==> config.mk <==
export PLATFORM = sky130hd
export DESIGN_NAME = stable_sorted_priority_table_top
export DESIGN_NICKNAME = d
export VERILOG_FILES = /design/src/sspt_pkg.sv /design/src/sspt_ctrl.sv /design/src/sspt_datapath.sv /design/src/stable_sorted_priority_table_top.sv
export SDC_FILE = /design/constraint.sdc
export NUM_CORES = 2
export LEC_CHECK = 0
export ABC_CLOCK_PERIOD_IN_PS = 6100
export BUFFER_PORTS_ARGS = -buffer_cell sky130_fd_sc_hd__buf_2
export CORE_UTILIZATION = 60
export DETAILED_ROUTE_END_ITERATION = 12
export GPL_ROUTABILITY_DRIVEN = 0
export PLACE_DENSITY = 0.77
export SLEW_MARGIN = 20
export SYNTH_ARGS = -nofsm -noshare
export SYNTH_HDL_FRONTEND = slang
export SYNTH_SLANG_ARGS = --single-unit
==> constraint.sdc <==
create_clock -name clk -period 6.1 [get_ports clk]
set_input_delay 0.915 -clock clk [delete_from_list [all_inputs] [get_ports clk]]
set_output_delay 0.915 -clock clk [all_outputs]
set_load 0.02 [all_outputs]
==> src/sspt_pkg.sv <==
`timescale 1ns / 1ps

package sspt_pkg;

  // Table geometry
  localparam int DEPTH     = 16;
  localparam int KEY_WIDTH = 16;
  localparam int POS_W     = $clog2(DEPTH);
  localparam int CNT_W     = $clog2(DEPTH + 1);

  // Operation codes
  typedef enum logic [2:0] {
    FUNC_INSERT = 3'd0,
    FUNC_REMOVE = 3'd1,
    FUNC_FIND   = 3'd2,
    FUNC_READ   = 3'd3,
    FUNC_CLEAR  = 3'd4
  } func_t;

  // Result status codes
  typedef enum logic [1:0] {
    ST_OK        = 2'd0,
    ST_NOT_FOUND = 2'd1,
    ST_FULL      = 2'd2,
    ST_EMPTY     = 2'd3
  } status_t;

  // Controller to datapath commands
  typedef struct packed {
    logic load;
    logic exec;
  } sspt_cmd_t;

endpackage

==> src/sspt_ctrl.sv <==
`timescale 1ns / 1ps

module sspt_ctrl (
  input  logic              clk,
  input  logic              rst,
  input  logic              start,
  output logic              busy,
  output logic              done,
  output sspt_pkg::sspt_cmd_t cmd
);
  import sspt_pkg::*;

  typedef enum logic {
    S_IDLE,
    S_EXEC
  } state_t;

  state_t state;

  // Latch the item when idle, operate on it in the next cycle
  assign cmd.load = start && !busy;
  assign cmd.exec = (state == S_EXEC);

  // State and registered outputs
  always_ff @(posedge clk) begin
    if (rst) begin
      state <= S_IDLE;
      busy  <= 1'b0;
      done  <= 1'b0;
    end else begin
      done <= 1'b0;
      case (state)
        S_IDLE: begin
          if (start) begin
            state <= S_EXEC;
            busy  <= 1'b1;
          end
        end
        S_EXEC: begin
          state <= S_IDLE;
          busy  <= 1'b0;
          done  <= 1'b1;
        end
        default: begin
          state <= S_IDLE;
          busy  <= 1'b0;
        end
      endcase
    end
  end

endmodule

==> src/sspt_datapath.sv <==
`timescale 1ns / 1ps

module sspt_datapath (
  input  logic                clk,
  input  logic                rst,
  input  sspt_pkg::sspt_cmd_t cmd,
  input  logic [2:0]          func,
  input  logic [15:0]         entry_id,
  input  logic [15:0]         entry_key,
  input  logic [3:0]          read_position,
  output logic [1:0]          status,
  output logic [15:0]         found_id,
  output logic [15:0]         found_key,
  output logic [3:0]          found_position,
  output logic [4:0]          occupancy
);
  import sspt_pkg::*;

  // Latched item
  logic [2:0]           cmd_func;
  logic [15:0]          cmd_id;
  logic [KEY_WIDTH-1:0] cmd_key;
  logic [3:0]           cmd_pos;

  // Register cells and fill count
  logic [15:0]          slot_ids  [DEPTH];
  logic [KEY_WIDTH-1:0] slot_keys [DEPTH];
  logic [CNT_W-1:0]     count;

  // Search results
  logic [DEPTH-1:0] ins_stop;
  logic [DEPTH-1:0] id_hit;
  logic [POS_W-1:0] ins_pos;
  logic [POS_W-1:0] match_pos;
  logic             match_found;
  logic [POS_W-1:0] sel_pos;
  logic [15:0]          rd_id;
  logic [KEY_WIDTH-1:0] rd_key;
  logic             table_full;
  logic             read_empty;

  // Item latch
  always_ff @(posedge clk) begin
    if (cmd.load) begin
      cmd_func <= func;
      cmd_id   <= entry_id;
      cmd_key  <= KEY_WIDTH'(entry_key);
      cmd_pos  <= read_position;
    end
  end

  // Per-cell compares against the latched item
  always_comb begin
    for (int i = 0; i < DEPTH; i++) begin
      ins_stop[i] = (CNT_W'(i) >= count) || (slot_keys[i] < cmd_key);
      id_hit[i]   = (CNT_W'(i) < count) && (slot_ids[i] == cmd_id);
    end
  end

  // First stop position and first id match
  always_comb begin
    ins_pos     = '0;
    match_pos   = '0;
    match_found = 1'b0;
    for (int i = DEPTH - 1; i >= 0; i--) begin
      if (ins_stop[i]) ins_pos = POS_W'(i);
      if (id_hit[i]) begin
        match_pos   = POS_W'(i);
        match_found = 1'b1;
      end
    end
  end

  // Single read port for the reported entry
  assign sel_pos    = (cmd_func == FUNC_READ) ? POS_W'(cmd_pos) : match_pos;
  assign rd_id      = slot_ids[sel_pos];
  assign rd_key     = slot_keys[sel_pos];
  assign table_full = (count == CNT_W'(DEPTH));
  assign read_empty = (CNT_W'(cmd_pos) >= count);

  // Cell updates: shift open on insert, close gap on remove
  always_ff @(posedge clk) begin
    if (cmd.exec) begin
      for (int i = 0; i < DEPTH; i++) begin
        if (cmd_func == FUNC_INSERT && !table_full) begin
          if (POS_W'(i) == ins_pos) begin
            slot_ids[i]  <= cmd_id;
            slot_keys[i] <= cmd_key;
          end else if (i > 0 && POS_W'(i) > ins_pos) begin
            slot_ids[i]  <= slot_ids[(i > 0) ? i - 1 : 0];
            slot_keys[i] <= slot_keys[(i > 0) ? i - 1 : 0];
          end
        end else if (cmd_func == FUNC_REMOVE && match_found) begin
          if (i < DEPTH - 1 && POS_W'(i) >= match_pos) begin
            slot_ids[i]  <= slot_ids[(i < DEPTH - 1) ? i + 1 : i];
            slot_keys[i] <= slot_keys[(i < DEPTH - 1) ? i + 1 : i];
          end
        end
      end
    end
  end

  // Fill count
  always_ff @(posedge clk) begin
    if (rst) begin
      count <= '0;
    end else if (cmd.exec) begin
      case (cmd_func)
        FUNC_INSERT: if (!table_full) count <= count + CNT_W'(1);
        FUNC_REMOVE: if (match_found) count <= count - CNT_W'(1);
        FUNC_CLEAR:  count <= '0;
        default:     count <= count;
      endcase
    end
  end

  // Result registers
  always_ff @(posedge clk) begin
    if (cmd.exec) begin
      status         <= ST_OK;
      found_id       <= '0;
      found_key      <= '0;
      found_position <= '0;
      case (cmd_func)
        FUNC_INSERT: begin
          if (table_full) begin
            status <= ST_FULL;
          end else begin
            found_id       <= cmd_id;
            found_key      <= 16'(cmd_key);
            found_position <= 4'(ins_pos);
          end
        end
        FUNC_REMOVE, FUNC_FIND: begin
          if (!match_found) begin
            status <= ST_NOT_FOUND;
          end else begin
            found_id       <= rd_id;
            found_key      <= 16'(rd_key);
            found_position <= 4'(match_pos);
          end
        end
        FUNC_READ: begin
          if (read_empty) begin
            status <= ST_EMPTY;
          end else begin
            found_id       <= rd_id;
            found_key      <= 16'(rd_key);
            found_position <= cmd_pos;
          end
        end
        default: status <= ST_OK;
      endcase
    end
  end

  // Occupancy follows the count
  assign occupancy = 5'(count);

endmodule

==> src/stable_sorted_priority_table_top.sv <==
`timescale 1ns / 1ps

// Channel   Handshake         Ports
// -------   ---------------   ----------------------------------------------
// command   start && !busy    func, entry_id, entry_key, read_position
// result    done (1 cycle)    status, found_id, found_key, found_position,
//                             occupancy
//
// Each item is latched on acceptance, then in the operate state all 16
// cells compare in parallel and shift. The result strobe is registered at
// the end of the operate state, while the next item may already be accepted.
// rst (synchronous) empties the table; entries hold stale data until written.
// The receiver cannot stall: done lasts exactly one cycle.

module stable_sorted_priority_table_top (
  input  logic        clk,
  input  logic        rst,
  input  logic        start,
  output logic        busy,
  input  logic [2:0]  func,
  input  logic [15:0] entry_id,
  input  logic [15:0] entry_key,
  input  logic [3:0]  read_position,
  output logic        done,
  output logic [1:0]  status,
  output logic [15:0] found_id,
  output logic [15:0] found_key,
  output logic [3:0]  found_position,
  output logic [4:0]  occupancy
);
  import sspt_pkg::*;

  sspt_cmd_t cmd;

  sspt_ctrl u_ctrl (
    .clk   (clk),
    .rst   (rst),
    .start (start),
    .busy  (busy),
    .done  (done),
    .cmd   (cmd)
  );

  sspt_datapath u_dp (
    .clk            (clk),
    .rst            (rst),
    .cmd            (cmd),
    .func           (func),
    .entry_id       (entry_id),
    .entry_key      (entry_key),
    .read_position  (read_position),
    .status         (status),
    .found_id       (found_id),
    .found_key      (found_key),
    .found_position (found_position),
    .occupancy      (occupancy)
  );

endmodule

==> results.md <==
- Status: complete, no violations
- Yosys synthesis warning count: 0
- CTS resizes: 0
- Hold Crit Class: primary input to flop
- Core Util, Final: 66.4%
- Clk sinks: 597
- Critical path arrival: 5900 ps
- Post-route DRC: 0
- Max-slew violations: 0
- Yosys top cell by area: edfxtp_1
- Syn Area/Cell: 10.4 µm²
- Synth Register Bits: 597
- Die Footprint: 74,100 µm²
- Routed WL per cell: 28.7 µm
- Initial DRC count: 5,390
- Largest net degree at the start of global routing: 103
- Startpoint type of the worst setup path: flop
- Final-report setup violation count: 0
- CTS Root Cell: clkbuf_16
- First-pass GRT wire length: 221,000 µm
- Unique masters post-synth: 107
- Tcrit/Tclk final: 88.8%
- Grt total ovfl: 0
- Clock Latency Late Sink: 640 ps
- Crit. End Element: flop
- Syn Nets: 4,492
- Slew at the pin closest to its max-slew limit: 1060 ps
- WL final: 150,000 µm
- CTS tree: yes
- Max Root-Sink Buffers: 3
- Commonest non-fill, non-tap cell in the layout: edfxtp_1
- DP HPWL: 107,000 µm
- Row cnt: 98
- Most frequent cells in the layout: edfxtp_1, mux2i_1, nand2_1
- IO Port Bufs: 86
- Smallest setup slack after layout: 685 ps
- Synth area leaders: edfxtp_1, mux2i_1, ha_1
- Nets: 4,498
- Slew HR: 28.7%
- Top cell type's share of synthesized area: 40.4%
- Max Freq: 0.185 GHz
- Sequential fraction of the synthesis area: 40.7%
- Pwr/cell area: 214 nW/µm²
- Critical path class: flop to flop
- Via count: 36,888
- M2 GR Usage: 57.3%
- Setup TNS: 0 ps
- Clock skew: 33.9 ps
- # diodes: 0
- Met3 usage: 12.6%
- Main synth FF type: edfxtp_1
- Peak supply drop: 247 µV
- CTS H-Tree Depth: 3
- Power, Total: 10.2 mW
- Max Cap Violations: 0
- Drt via density: 7.08
- Boundary Pins: 87
- Number of global-route vias before repair: 34,283
- Cts bufs inserted: 70
- Layer with the highest usage: met2
- CTS clk-pin slew, worst paths: 60 ps
- Gate Count Post-Synth: 4,201
- Core area: 71,900 µm²
- Initial antenna violation count: 5
- Share of layout cells above drive strength 1: 13.6%
- Remaining antenna violation count after routing: 0
- Leakage: 18.5 nW
- Async S/R FF share, synth: 0%
- Hold_buf cts: 0
- Post-synth EDFFs: 589
- Chip height: 272 µm
- Pre-CTS WS: 886 ps
- Postcts setup bufs: 0
- Met1 Use GR: 54.8%
- Total GRT Usage: 39.5%
- Min Clock Period, post-route: 5410 ps
- Chip width: 272 µm
- CP required: 6590 ps
- Cell Area, Synth: 43,800 µm²
- Initial core utilization: 61.0%
- Synthesis-to-finish area growth: 8.90%
- Final hold vios: 0
- Crit Path Max Fanout: 31
- Unrepaired setup endpoints after global routing: no
- Drt pass-1 iters: 9
==> cell usage after synthesis, types with 15 or more instances <==
library cell / number
edfxtp_1: 589
mux2i_1: 582
nand2_1: 386
nor2_1: 339
ha_1: 249
a21oi_1: 243
o21ai_0: 169
xor2_1: 131
buf_2: 128
xnor2_1: 128
clkbuf_1: 126
nand4_1: 75
mux2_2: 71
nand2b_1: 69
a21o_1: 64
nor4_1: 48
a31oi_1: 44
or2_2: 42
inv_1: 39
nand3_1: 37
o221a_2: 36
a221o_1: 35
o221a_1: 35
o22ai_1: 35
a22oi_1: 34
buf_4: 34
nor3_1: 32
a41o_1: 31
mux2_1: 23
and2_1: 22
a211oi_1: 21
nor2b_1: 20
o21ai_1: 16
mux2_4: 15
==> power by group <==
part / leakage (nW) / switching, mW / total [mW] / internal, mW
Combinational: 11.9 / 0.757 / 1.27 / 0.513
Clock: 1.10 / 1.81 / 4.22 / 2.41
Sequential: 5.43 / 0.111 / 4.72 / 4.61
==> sequential cells by signal, summed over array words and instances (netlist names) <==
| name | count |
|---|---|
| u_ctrl.busy | 1 |
| u_dp.occupancy | 5 |
| u_dp.cmd_id | 16 |
| u_ctrl.state | 1 |
| u_dp.cmd_pos | 4 |
| u_dp.slot_ids | 256 |
| u_dp.found_id | 16 |
| u_dp.status | 2 |
| u_ctrl.done | 1 |
| u_dp.found_key | 16 |
| u_dp.cmd_func | 3 |
| u_dp.cmd_key | 16 |
| u_dp.slot_keys | 256 |
| u_dp.found_position | 4 |
==> worst paths after layout <==
kind	start	endpoint	slack [ps]	cells after the start
max reg2reg	u_dp.occupancy[1]$_SDFFE_PP0P_	u_dp.found_id[0]$_DFFE_PP_	690	15
max	u_dp.occupancy[1]$_SDFFE_PP0P_	u_dp.found_id[0]$_DFFE_PP_	690	15
min reg2reg	u_ctrl.busy$_SDFFE_PP0P_	u_ctrl.busy$_SDFFE_PP0P_	540	2
min	entry_id[5]	u_dp.cmd_id[5]$_DFFE_PP_	450	1
==> metrics by stage <==
step	hold WS, ps	area [µm²]	std cells
after global placement	524	45500	5085
final	447	47700	5211
after global routing	455	47700	5211
after floorplan	545	43800	4201
after detailed placement	532	45500	5085
after CTS	440	47700	5211
==> worst max-delay path, stage by stage (launching register included) <==
cell and delay [ps]:
dfxtp_1 630, inv_1 270, ha_1 270, o21ai_0 150, buf_4 180, nand4b_1 120, nor4_2 750, nand4b_2 420
nor4_2 90, buf_4 200, o31ai_1 550, nand2b_1 220, nor2_2 110, buf_4 540, a221o_1 540, a41o_1 190
==> kinds of logic (layout without fill, tap and decap cells) <==
family,count (synthesis),in the layout,synth area share (%)
AND/OR/NAND/NOR,1175,1175,13.0
AO/OA/AOI/OAI,881,881,14.0
flip-flops,597,597,40.7
XOR/XNOR,259,259,5.18
multiplexers,691,691,16.2
adder cells (fa/ha/maj),249,249,7.11
buffers and inverters,349,409,3.80
==> layer usage <==
layer / vias up / share of wire, %
li1: 15891 / -
met1: 17664 / 38
met2: 2859 / 42
met3: 464 / 16
met4: 10 / 4.2
met5: - / 0.044
==> final cells by class <==
| class | count | area, µm² |
|---|---|---|
| multi-input combinational | 3255 | 24500 |
| sequential | 597 | 17800 |
| clock inverter | 36 | 287 |
| clock buffer | 90 | 1930 |
| timing repair buffer | 241 | 1790 |
| tap | 950 | 1190 |
| fill | 5605 | 24100 |
| inverter | 42 | 158 |
No activity file was read; power rests on OpenSTA's default activity.
